[src/rtl/hpid_pkg.sv]
// ----------------------------------------------------------------------------
// hpid_pkg
// Shared types and constants of the heading PID turn controller: register
// indexes, reset values, settle and stall limits, and the structs that carry
// configuration, controller state, input requests and results.
// ----------------------------------------------------------------------------
package hpid_pkg;

    // Exit limits, in ticks.
    localparam logic [6:0] STALL_LIMIT  = 7'd60;
    localparam logic [2:0] SETTLE_LIMIT = 3'd5;

    // Saturation points of the tick counters.
    localparam logic [6:0] STALL_MAX  = 7'd127;
    localparam logic [2:0] SETTLE_MAX = 3'd7;

    // Integration zone and settle band, in sixteenths of a degree.
    localparam logic [13:0] INT_ZONE    = 14'd160;
    localparam logic [13:0] SETTLE_BAND = 14'd32;

    // Saturation bounds of the integral sum.
    localparam logic signed [29:0] ISUM_MAX = 30'sd8388607;
    localparam logic signed [29:0] ISUM_MIN = -30'sd8388608;

    // Register reset values.
    localparam logic signed [9:0] TARGET_RESET  = 10'sd0;
    localparam logic [6:0]        LIMIT_RESET   = 7'd127;
    localparam logic [11:0]       GAIN_P_RESET  = 12'd614;
    localparam logic [11:0]       GAIN_I_RESET  = 12'd205;
    localparam logic [11:0]       GAIN_D_RESET  = 12'd115;

    localparam int CFG_DATA_W  = 12;
    localparam int CFG_INDEX_W = 3;

    // Register indexes of the configuration port.
    typedef enum logic [CFG_INDEX_W-1:0] {
        REG_TARGET_ANGLE  = 3'd0,
        REG_VOLTAGE_LIMIT = 3'd1,
        REG_GAIN_P        = 3'd2,
        REG_GAIN_I        = 3'd3,
        REG_GAIN_D        = 3'd4
    } reg_index_t;

    typedef struct packed {
        logic signed [9:0] target_angle;
        logic [6:0]        voltage_limit;
        logic [11:0]       gain_p;
        logic [11:0]       gain_i;
        logic [11:0]       gain_d;
    } cfg_t;

    typedef struct packed {
        logic signed [23:0] integral_sum;
        logic signed [14:0] previous_error;
        logic [9:0]         previous_whole_error;
        logic [6:0]         stall_ticks;
        logic [2:0]         settle_ticks;
        logic               done_flag;
    } state_t;

    typedef struct packed {
        logic [12:0] heading;
        logic        restart;
    } item_t;

    typedef struct packed {
        logic signed [7:0] drive_level;
        logic              finished;
        logic [13:0]       error_magnitude;
    } result_t;

endpackage

[src/rtl/hpid_if.sv]
// ----------------------------------------------------------------------------
// hpid_if
// Valid/ready channels of the heading PID turn controller: one carries
// heading requests in, the other carries drive results out.
// ----------------------------------------------------------------------------
interface hpid_in_if;
    logic        valid;
    logic        ready;
    logic [12:0] heading;
    logic        restart;

    modport source (output valid, output heading, output restart, input ready);
    modport sink   (input valid, input heading, input restart, output ready);
endinterface

interface hpid_out_if;
    logic              valid;
    logic              ready;
    logic signed [7:0] drive_level;
    logic              finished;
    logic [13:0]       error_magnitude;

    modport source (output valid, output drive_level, output finished,
                    output error_magnitude, input ready);
    modport sink   (input valid, input drive_level, input finished,
                    input error_magnitude, output ready);
endinterface

[src/rtl/hpid_core.sv]
// ----------------------------------------------------------------------------
// hpid_core
// One controller tick: heading error, P, I and D terms, drive clamp, and the
// settle and stall check. Returns the next controller state and the result.
// ----------------------------------------------------------------------------
module hpid_core
    import hpid_pkg::*;
(
    input  cfg_t    cfg,
    input  state_t  st,
    input  item_t   item,
    output state_t  st_next,
    output result_t res
);

    state_t             cur;
    logic signed [14:0] err;
    logic [14:0]        err_neg;
    logic [13:0]        mag;
    logic [14:0]        prev_neg;
    logic [13:0]        prev_mag;
    logic signed [12:0] gp;
    logic signed [12:0] gi;
    logic signed [12:0] gd;
    logic signed [27:0] p_prod;
    logic signed [27:0] p_adj;
    logic signed [15:0] p_val;
    logic signed [15:0] diff;
    logic signed [28:0] d_prod;
    logic signed [28:0] d_adj;
    logic signed [16:0] d_val;
    logic signed [24:0] i_base;
    logic signed [37:0] i_prod;
    logic signed [37:0] i_adj;
    logic signed [29:0] i_q;
    logic signed [23:0] i_new;
    logic signed [17:0] pd;
    logic signed [25:0] acc;
    logic signed [25:0] acc_adj;
    logic signed [21:0] drv_q;
    logic signed [21:0] lim;
    logic signed [21:0] drv_c;
    logic [9:0]         whole;
    logic               same;
    logic               band;
    logic [2:0]         settle_n;
    logic [6:0]         stall_n;
    logic               leave;

    always_comb
    begin
        // A restart clears the history before this tick is worked.
        cur = item.restart ? '0 : st;

        // Error in sixteenths of a degree and its magnitude.
        err     = $signed({cfg.target_angle[9], cfg.target_angle, 4'b0000})
                - $signed({2'b00, item.heading});
        err_neg = -err;
        mag     = err[14] ? err_neg[13:0] : err[13:0];
        prev_neg = -cur.previous_error;
        prev_mag = cur.previous_error[14] ? prev_neg[13:0] : cur.previous_error[13:0];

        gp = $signed({1'b0, cfg.gain_p});
        gi = $signed({1'b0, cfg.gain_i});
        gd = $signed({1'b0, cfg.gain_d});

        // Proportional term, divided by 4096 toward zero.
        p_prod = $signed({{13{err[14]}}, err}) * $signed({{15{1'b0}}, gp});
        p_adj  = p_prod + (p_prod[27] ? 28'sd4095 : 28'sd0);
        p_val  = p_adj[27:12];

        // Derivative term, divided by 4096 toward zero.
        diff   = $signed({err[14], err}) - $signed({cur.previous_error[14],
                                                    cur.previous_error});
        d_prod = $signed({{13{diff[15]}}, diff}) * $signed({{16{1'b0}}, gd});
        d_adj  = d_prod + (d_prod[28] ? 29'sd4095 : 29'sd0);
        d_val  = d_adj[28:12];

        // Integral term, divided by 256 toward zero and saturated; cleared outside the integration zone.
        i_base = $signed({cur.integral_sum[23], cur.integral_sum})
               + $signed({{10{err[14]}}, err});
        i_prod = $signed({{13{i_base[24]}}, i_base}) * $signed({{25{1'b0}}, gi});
        i_adj  = i_prod + (i_prod[37] ? 38'sd255 : 38'sd0);
        i_q    = i_adj[37:8];
        if (mag >= INT_ZONE)
        begin
            i_new = '0;
        end
        else if (i_q > ISUM_MAX)
        begin
            i_new = ISUM_MAX[23:0];
        end
        else if (i_q < ISUM_MIN)
        begin
            i_new = ISUM_MIN[23:0];
        end
        else
        begin
            i_new = i_q[23:0];
        end

        // Drive level, divided by 16 toward zero and clamped.
        pd      = $signed({{2{p_val[15]}}, p_val}) + $signed({d_val[16], d_val});
        acc     = $signed({{4{pd[17]}}, pd, 4'b0000})
                + $signed({{2{i_new[23]}}, i_new});
        acc_adj = acc + (acc[25] ? 26'sd15 : 26'sd0);
        drv_q   = acc_adj[25:4];
        lim     = $signed({15'b0, cfg.voltage_limit});
        if (drv_q > lim)
        begin
            drv_c = lim;
        end
        else if (drv_q < -lim)
        begin
            drv_c = -lim;
        end
        else
        begin
            drv_c = drv_q;
        end

        // Settle and stall counters on the whole-degree error.
        whole = mag[13:4];
        same  = (whole == cur.previous_whole_error);
        band  = (mag <= SETTLE_BAND) && (prev_mag <= SETTLE_BAND);
        if (same)
        begin
            settle_n = (band && cur.settle_ticks < SETTLE_MAX)
                     ? cur.settle_ticks + 3'd1 : cur.settle_ticks;
            stall_n  = (cur.stall_ticks < STALL_MAX)
                     ? cur.stall_ticks + 7'd1 : cur.stall_ticks;
        end
        else
        begin
            settle_n = '0;
            stall_n  = '0;
        end
        leave = (settle_n >= SETTLE_LIMIT) || (stall_n >= STALL_LIMIT);

        // Next state and result; a finished controller stays frozen.
        res.error_magnitude = mag;
        if (cur.done_flag)
        begin
            st_next         = cur;
            res.drive_level = '0;
            res.finished    = 1'b1;
        end
        else
        begin
            st_next.integral_sum = i_new;
            st_next.settle_ticks = settle_n;
            st_next.stall_ticks  = stall_n;
            st_next.done_flag    = leave;
            if (leave)
            begin
                st_next.previous_error       = cur.previous_error;
                st_next.previous_whole_error = cur.previous_whole_error;
                res.drive_level              = '0;
            end
            else
            begin
                st_next.previous_error       = err;
                st_next.previous_whole_error = whole;
                res.drive_level              = drv_c[7:0];
            end
            res.finished = leave;
        end
    end

endmodule

[src/rtl/heading_pid_turn_controller_top.sv]
// ----------------------------------------------------------------------------
// heading_pid_turn_controller_top
// Heading PID turn controller with settle and stall exit detection.
// ----------------------------------------------------------------------------
// The controller takes one heading request per clock cycle unless the result
// side stalls, and returns one drive result for each, in order. A request
// is captured into an input register, worked in a single pass through the
// PID and settle logic, and written to the result register when that
// register is free or drains. The rate of one request per cycle is set by
// that single pass, which updates the integral sum, the error history and
// the tick counters in the same cycle. The result register parts the two
// sides: a new request is taken while a finished result still waits. The
// user must write registers through the configuration port only while no
// request is in flight; the block itself does not enforce this.
// ----------------------------------------------------------------------------
module heading_pid_turn_controller_top
    import hpid_pkg::*;
(
    input  logic                   clk,
    input  logic                   rst_n,
    hpid_in_if.sink                in_ch,
    hpid_out_if.source             out_ch,
    input  logic                   cfg_we,
    input  logic [CFG_INDEX_W-1:0] cfg_index,
    input  logic [CFG_DATA_W-1:0]  cfg_data
);

    cfg_t    cfg_reg;
    state_t  state_reg;
    state_t  state_next;
    item_t   item_reg;
    result_t res_next;
    result_t res_reg;
    logic    in_valid_reg;
    logic    out_valid_reg;
    logic    advance;

    // The held request moves on when the result register is free or drains.
    assign advance     = in_valid_reg && (!out_valid_reg || out_ch.ready);
    assign in_ch.ready = !in_valid_reg || advance;

    hpid_core u_core (
        .cfg     (cfg_reg),
        .st      (state_reg),
        .item    (item_reg),
        .st_next (state_next),
        .res     (res_next)
    );

    // Configuration registers.
    always_ff @(posedge clk or negedge rst_n)
    begin
        if (!rst_n)
        begin
            cfg_reg.target_angle  <= TARGET_RESET;
            cfg_reg.voltage_limit <= LIMIT_RESET;
            cfg_reg.gain_p        <= GAIN_P_RESET;
            cfg_reg.gain_i        <= GAIN_I_RESET;
            cfg_reg.gain_d        <= GAIN_D_RESET;
        end
        else if (cfg_we)
        begin
            unique case (cfg_index)
                REG_TARGET_ANGLE:  cfg_reg.target_angle  <= $signed(cfg_data[9:0]);
                REG_VOLTAGE_LIMIT: cfg_reg.voltage_limit <= cfg_data[6:0];
                REG_GAIN_P:        cfg_reg.gain_p        <= cfg_data;
                REG_GAIN_I:        cfg_reg.gain_i        <= cfg_data;
                REG_GAIN_D:        cfg_reg.gain_d        <= cfg_data;
                default:           ;
            endcase
        end
    end

    // Handshake flags and controller state.
    always_ff @(posedge clk or negedge rst_n)
    begin
        if (!rst_n)
        begin
            in_valid_reg  <= 1'b0;
            out_valid_reg <= 1'b0;
            state_reg     <= '0;
        end
        else
        begin
            if (in_ch.valid && in_ch.ready)
            begin
                in_valid_reg <= 1'b1;
            end
            else if (advance)
            begin
                in_valid_reg <= 1'b0;
            end

            if (advance)
            begin
                out_valid_reg <= 1'b1;
                state_reg     <= state_next;
            end
            else if (out_ch.ready)
            begin
                out_valid_reg <= 1'b0;
            end
        end
    end

    // Request and result payload registers.
    always_ff @(posedge clk)
    begin
        if (in_ch.valid && in_ch.ready)
        begin
            item_reg.heading <= in_ch.heading;
            item_reg.restart <= in_ch.restart;
        end
        if (advance)
        begin
            res_reg <= res_next;
        end
    end

    assign out_ch.valid           = out_valid_reg;
    assign out_ch.drive_level     = res_reg.drive_level;
    assign out_ch.finished        = res_reg.finished;
    assign out_ch.error_magnitude = res_reg.error_magnitude;

endmodule
[src/flat_wrapper.sv]
// flat-port wrapper written by rule: the top's interface ports become plain ports
module heading_pid_turn_controller_top_flat import hpid_pkg::*;
  (clk, rst_n, cfg_we, cfg_index, cfg_data, in_ch_valid, in_ch_heading, in_ch_restart, in_ch_ready, out_ch_valid, out_ch_drive_level, out_ch_finished, out_ch_error_magnitude, out_ch_ready);
  hpid_in_if in_ch_i ();
  hpid_out_if out_ch_i ();
  input  logic clk;
  input  logic rst_n;
  input  logic cfg_we;
  input  logic [CFG_INDEX_W-1:0] cfg_index;
  input  logic [CFG_DATA_W-1:0] cfg_data;
  input wire logic [$bits(in_ch_i.valid)-1:0] in_ch_valid;
  input wire logic [$bits(in_ch_i.heading)-1:0] in_ch_heading;
  input wire logic [$bits(in_ch_i.restart)-1:0] in_ch_restart;
  output wire logic [$bits(in_ch_i.ready)-1:0] in_ch_ready;
  output wire logic [$bits(out_ch_i.valid)-1:0] out_ch_valid;
  output wire logic [$bits(out_ch_i.drive_level)-1:0] out_ch_drive_level;
  output wire logic [$bits(out_ch_i.finished)-1:0] out_ch_finished;
  output wire logic [$bits(out_ch_i.error_magnitude)-1:0] out_ch_error_magnitude;
  input wire logic [$bits(out_ch_i.ready)-1:0] out_ch_ready;
  assign in_ch_i.valid = in_ch_valid;
  assign in_ch_i.heading = in_ch_heading;
  assign in_ch_i.restart = in_ch_restart;
  assign in_ch_ready = in_ch_i.ready;
  assign out_ch_valid = out_ch_i.valid;
  assign out_ch_drive_level = out_ch_i.drive_level;
  assign out_ch_finished = out_ch_i.finished;
  assign out_ch_error_magnitude = out_ch_i.error_magnitude;
  assign out_ch_i.ready = out_ch_ready;
  heading_pid_turn_controller_top u_core (.clk(clk), .rst_n(rst_n), .in_ch(in_ch_i), .out_ch(out_ch_i), .cfg_we(cfg_we), .cfg_index(cfg_index), .cfg_data(cfg_data));
endmodule
[config.mk]
export PLATFORM = sky130hd
export DESIGN_NAME = heading_pid_turn_controller_top_flat
export DESIGN_NICKNAME = d
export VERILOG_FILES = /design/src/rtl/hpid_pkg.sv /design/src/rtl/hpid_if.sv /design/src/rtl/hpid_core.sv /design/src/rtl/heading_pid_turn_controller_top.sv /design/src/flat_wrapper.sv
export SDC_FILE = /design/constraint.sdc
export NUM_CORES = 2
export LEC_CHECK = 0
export BUFFER_PORTS_ARGS = -buffer_cell sky130_fd_sc_hd__buf_4
export CAP_MARGIN = 10
export CELL_PAD_IN_SITES_DETAIL_PLACEMENT = 0
export CELL_PAD_IN_SITES_GLOBAL_PLACEMENT = 1
export CORE_AREA = 2 2 297 299
export DETAILED_ROUTE_END_ITERATION = 10
export DIE_AREA = 0 0 299 301
export HOLD_SLACK_MARGIN = 0.02
export PLACE_DENSITY_LB_ADDON = 0.1
export SLEW_MARGIN = 40
export SYNTH_ARGS = -nofsm -noshare
export SYNTH_HDL_FRONTEND = slang
export SYNTH_SLANG_ARGS = --single-unit
export TNS_END_PERCENT = 1
[constraint.sdc]
create_clock -name clk -period 20.1 [get_ports clk]
set_clock_uncertainty 0.1 [all_clocks]
set_input_delay 4.02 -clock clk [delete_from_list [all_inputs] [get_ports clk]]
set_output_delay 4.02 -clock clk [all_outputs]
set_load 0.1 [all_outputs]
; ---- Word-level counts from Yosys, hierarchy flattened
; Index checks and enable logic that the tools add are counted.
[word_totals]
reg_bits = 152
latch_bits = 0
ram_bits = 0
rom_bits = 0
out_inout_bits = 25
word_cells = 93
n_memories = 0
[op_classes]
add_sub_neg = 14
n_mul = 3
div = 0
magnitude_cmp = 11
eq_ne = 5
shift = 0
n_mux = 22
n_bitwise = 0
n_reduce_logical = 19
[op_table]
columns = op, count
row1 = $mux W60, 2
row2 = $mux W24, 3
row3 = $add A38 B9 Y38, 1
row4 = $mul A25 B13 Y38, 1
row5 = $gt A30 B24 Y1 const B, 1
row6 = $lt A30 B24 Y1 const B, 1
row7 = $add A29 B13 Y29, 1
row8 = $mul A16 B13 Y29, 1
row9 = $add A28 B13 Y28, 1
row10 = $le A14 B6 Y1 const B, 2
row11 = $mul A15 B13 Y28, 1
row12 = $mux W14, 2
row13 = $neg A14 Y14, 2
row14 = $add A25 B5 Y26, 1
row15 = $add A22 B24 Y25, 1
row16 = $add A24 B15 Y25, 1
row17 = $mux W25, 1
row18 = $mux W12, 2
row19 = $gt A22 B8 Y1, 1
row20 = $lt A22 B22 Y1, 1
row21 = $neg A7 Y22, 1
row22 = $mux W7, 3
row23 = $add A16 B17 Y18, 1
row24 = $mux W8, 2
row25 = 24 further kinds, 40

; ---- Depth between registers and ports, before layout
[logic_depth]
ltp_word = 15
ltp_mapped = 108
ltp_nobuf = 105

; ---- Hierarchy
; Synthesis repeated with hierarchy kept, for this count alone.
[hier_totals]
cells_unflattened = 4509
area_unflattened_um2 = 39686.8
[modules_own_cells]
columns = module, instances, cells_each, area_per_inst_um2, seq_area_each_um2
row1 = hpid_core, 1, 4220, 34112.7, 0.0
row2 = heading_pid_turn_controller_top, 1, 289, 5574.1, 4016.4

; ---- Worst setup path before layout
; OpenSTA, ideal clock, no wires.
[synth_timing]
path_type = register to register
from = reg u_core.item_reg[1] (netlist name)
to = reg u_core.res_reg, in the netlist u_core.out_ch.drive_level[6], data pin
setup_ps = 270
arrival_time_ps = 19801
t_required_ps = 19730
slack_ps = -71
path_stages_with_launch = 105
path_buffers = 4
cell_sequence = edfxtp_1 -> inv_1 -> ha_1 -> xnor2_1 -> clkbuf_1 -> ha_1 -> inv_1 -> o21ai_0 -> and2_1 -> o21ai_0 -> nand2_1 -> and2_1 -> o21ai_0 -> nand2_1 -> a21oi_1 -> o21ai_0 -> a21oi_1 -> o21ai_0 -> (+69 left out) -> o21a_1 -> o21a_1 -> o21a_1 -> o21a_1 -> o21a_1 -> o21a_1 -> o21ai_0 -> a21oi_1 -> o21ai_0 -> nand2b_1 -> a21oi_1 -> nor2_1 -> a21oi_1 -> a21oi_1 -> o31ai_4 -> mux2_1 -> nand3_1 -> a21oi_1
[synth_between]
elab_chain_len = 15
[synth_rtl]
columns = item, line_no
row1 = start: declaration, heading_pid_turn_controller_top.sv:31  ; item_t item_reg;
row2 = $sub A14 B14 Y15 *, hpid_core.sv:57  ; - $signed({2'b00, item.heading});
row3 = $add A24 B15 Y25, hpid_core.sv:81  ; + $signed({{10{err[14]}}, err});
row4 = $mul A25 B13 Y38, hpid_core.sv:82  ; i_prod = $signed({{13{i_base[24]}}, i_base}) * $signed({{25{1'b0}}, gi});
row5 = $mux W8, hpid_core.sv:83  ; i_adj = i_prod + (i_prod[37] ? 38'sd255 : 38'sd0);
row6 = $add A38 B9 Y38, hpid_core.sv:83
row7 = $lt A30 B24 Y1, hpid_core.sv:93  ; else if (i_q < ISUM_MIN)
row8 = $mux W24, hpid_core.sv:93
row9 = $mux W24, hpid_core.sv:89  ; else if (i_q > ISUM_MAX)
row10 = $mux W24, hpid_core.sv:85  ; if (mag >= INT_ZONE)
row11 = $add A22 B24 Y25, hpid_core.sv:105  ; + $signed({{2{i_new[23]}}, i_new});
row12 = $mux W4, hpid_core.sv:106  ; acc_adj = acc + (acc[25] ? 26'sd15 : 26'sd0);
row13 = $add A25 B5 Y26, hpid_core.sv:106
row14 = $lt A22 B22 Y1, hpid_core.sv:113  ; else if (drv_q < -lim)
row15 = $mux W8, hpid_core.sv:113
row16 = $mux W7, hpid_core.sv:109  ; if (drv_q > lim)
row17 = end signal: assignment, heading_pid_turn_controller_top.sv:116  ; res_reg <= res_next;
row18 = end: declaration, heading_pid_turn_controller_top.sv:33  ; result_t res_reg;
; Every way passes the cells marked *; elsewhere a longest branch is shown, timed or not.
; A chain may end at the register's enable or synchronous reset.

; ---- Worst setup path in the final report
[layout_timing]
from = reg u_core.item_reg[1] (netlist name)
to = reg u_core.res_reg, in the netlist u_core.out_ch.drive_level[2], data pin
; Same word-level chain as after synthesis.

==> results.md <==
- Via density: 5.31
- Later-pin clock latency in the skew report: 0.51 ns
- Number of cells on the worst hold path: 2
- CTS sink cnt: 152
- Port bufs: 58
- P&R area growth vs syn: 8.63%
- Largest net degree at the start of global routing: 51
- Cell area after synthesis: 38800 um2
- First-pass GRT wire length: 182000 um
- Die width: 299 um
- Async S/R FF share, synth: 0.757
- GRT Residual Overflow: 0
- Post-synth top cells: inv_1 (823), fa_1 (616), nand2_1 (536), ha_1 (359), and2_1 (335)
- Maximum fanout along the worst path: 8
- Setup-failing EPs final: 0
- Crit end category: flop
- Reg-to-reg setup timing slack: 1.10 ns
- Top-count cell post-synth: inv_1
- CTS tree: yes
- Sequential element share of the synthesized area: 0.104
- Hold EP: u_core.state_reg[43]
- Drc violations: 0
- R2R depth: 96
- Crit path buffers/inverters: 13
- Syn_nets: 5493
- Crit path max-delay family: compound AO/OA/AOI/OAI gates
- Reg-to-Reg End: u_core.out_ch.drive_level[2]
- Synth Area per Inst: 8.65 um2
- Area leader, netlist: fa_1
- Worst stage delay on the critical path: 0.62 ns
- Post-Synth XOR/XNOR Area: 0.0576
- Ys Warns: 0
- Number of cells after detailed placement: 5628
- Worst Tran Pin Value: 0.830 ns
- Distinct cells, synth: 99
- Gp weighted congestion: 0.900
- Period utilization: 0.945
- Fmax: 0.0526 GHz
- FP Rows: 108
- Req. time, crit path: 20.25 ns
- I/O pin cnt: 59
- Critical-path top delay cell: fa_2
- Die Ht: 301 um
- Total Routing Usage GR: 0.262
- Core area: 86500 um2
- Deepest clock path buffer count: 2
- Routed length per instance: 20.1 um
- H-Tree Level Count: 4
- EDFF count, synth: 37
- Final WL: 114000 um
- Largest family of logic cells by synthesized area: adder cells
- Startpoint types: flop
- Post-synth top area share: 0.318
- CP Class: flop to flop
- DR pass1 iterations: 5
- Post-Synth Simple-Gate Area: 0.184
- Cells after Synth: 4484
- Synth Area in Adders: 0.434
- Vias in the first global route: 31000
- Via count: 30200
- DR iter-0 viols: 1570
- Clock Pin Slew Worst Setup and Hold Paths: 0.08 ns
- Max FFs per register: 60
- Minimum clock period: 19.00 ns
- Starting Density: 0.448
- ANT nets after route: 0
- Die area: 90000 um2
- Synth Flop Type: dfrtp_1
- CTS Hold Bufs: 0
- Final slew viol count: 0
- Layout cells sized above 1: 0.0935
- Most used cell, CP: o21a_1
- Nets: 5529
- Worst slew margin: 0.438
- DP Area: 40900 um2
- Hold Crit Start: u_core.state_reg[43]
- Hold WC Path Type: flop to flop
- Initial antenna violation count: 5
- Root Driver: clkbuf_16
- Final Hold Vio Count: 0
- CP Data Arrival Time: 19.16 ns
- Mux cell area share after synthesis: 0.0178
- Final instance area: 42100 um2
- Worst r2r src: u_core.item_reg[1]
- Area contributors post-synth: fa_1 (32%), ha_1 (12%), inv_1 (8.0%)
- Post-synthesis compound-gate area fraction: 0.106
- Outcome: completed
- TritonCTS buffer count: 17
- Max Cap Violations: 0
- Seq cells post-synth: 152
- HPWL Detailed: 92700 um
- Fin cells: 5690
==> kinds of logic after synthesis <==
logic type / Yosys count
and+or+nand+nor: 1420
buffers and inverters: 998
adders and majority gates: 976
AOI/OAI and AO/OA: 621
xor gates and xnor gates: 254
DFF: 152
muxes: 63
==> worst max path at each step <==
stage / from / endpoint / cells after the start
finish: u_core.item_reg[1] / u_core.out_ch.drive_level[2] / 96
global route: u_core.item_reg[1] / u_core.out_ch.drive_level[2] / 101
CTS: u_core.item_reg[1] / u_core.out_ch.drive_level[3] / 94
detailed placement: u_core.item_reg[1] / u_core.out_ch.drive_level[2] / 99
global placement: u_core.item_reg[1] / u_core.out_ch.drive_level[2] / 97
floorplan: u_core.item_reg[1] / u_core.out_ch.drive_level[6] / 104
==> layer usage <==
| layer | vias up | global-route usage | part of all wire |
|---|---|---|---|
| li1 | 14200 | - | - |
| met4 | 0 | 0.0456 | 0.015 |
| met3 | 70 | 0.0302 | 0.042 |
| met5 | - | 0 | 0 |
| met2 | 522 | 0.418 | 0.46 |
| met1 | 15400 | 0.386 | 0.48 |
==> area by class of cell <==
type                       instances  area [um2]
fill                            8460       44400
multi-input combinational       3334       31500
sequential                       152        4020
inverter                         824        3100
timing repair buffer             191        1490
tap                             1155        1450
clock buffer                      17         425
clock inverter                    15         169
antenna                            2        5.00
==> stage by stage <==
step / utilization / hold WS (ns) / setup WS, ns / TNS (ns)
6_report: 0.487 / 0.375 / 1.10 / 0
3_5_place_dp: 0.473 / 0.356 / -0.143 / -0.427
5_1_grt: 0.487 / 0.396 / -0.131 / -0.520
3_3_place_gp: 0.473 / 0.352 / 0.107 / 0
4_1_cts: 0.481 / 0.374 / 0.0664 / 0
2_1_floorplan: - / 0.338 / 0.116 / 0
==> worst reg2reg max path: cells and delay by family (launching register included) <==
kind	cells	cell delay (ns)
DFF	1	0.41
and+or+nand+nor	20	2.93
xor gates and xnor gates	4	0.75
adders and majority gates	13	4.79
muxes	1	0.19
buffers and inverters	13	1.76
AOI/OAI and AO/OA	45	7.81
==> cells in the final DEF (no fill, tap or decap), types with 29 or more instances in the layout <==
master | Yosys | routed
nand2b_1 | 52 | 52
inv_1 | 823 | 822
a21o_1 | 44 | 44
dfrtp_1 | 93 | 88
edfxtp_1 | 37 | 37
nor3_1 | 45 | 43
ha_1 | 359 | 351
mux2_2 | 48 | 48
nor2b_1 | 82 | 82
o21ai_0 | 133 | 123
xor2_1 | 81 | 74
nor2_1 | 163 | 159
nand3_1 | 62 | 60
and3_1 | 41 | 40
xnor2_1 | 172 | 163
nand4_1 | 29 | 29
and2_1 | 335 | 333
a21oi_1 | 185 | 164
fa_1 | 616 | 612
buf_4 | 1 | 177
nand2_1 | 536 | 533
==> timing repair <==
item	4_1_cts	5_1_grt
setup buffers	2	23
setup endpoints to repair	8	8
pin swaps	0	29
cloned	0	2
gates resized for setup	4	88
Power is not shown: default switching activity piles up to over one toggle a cycle in this logic, so the estimate is an artifact.
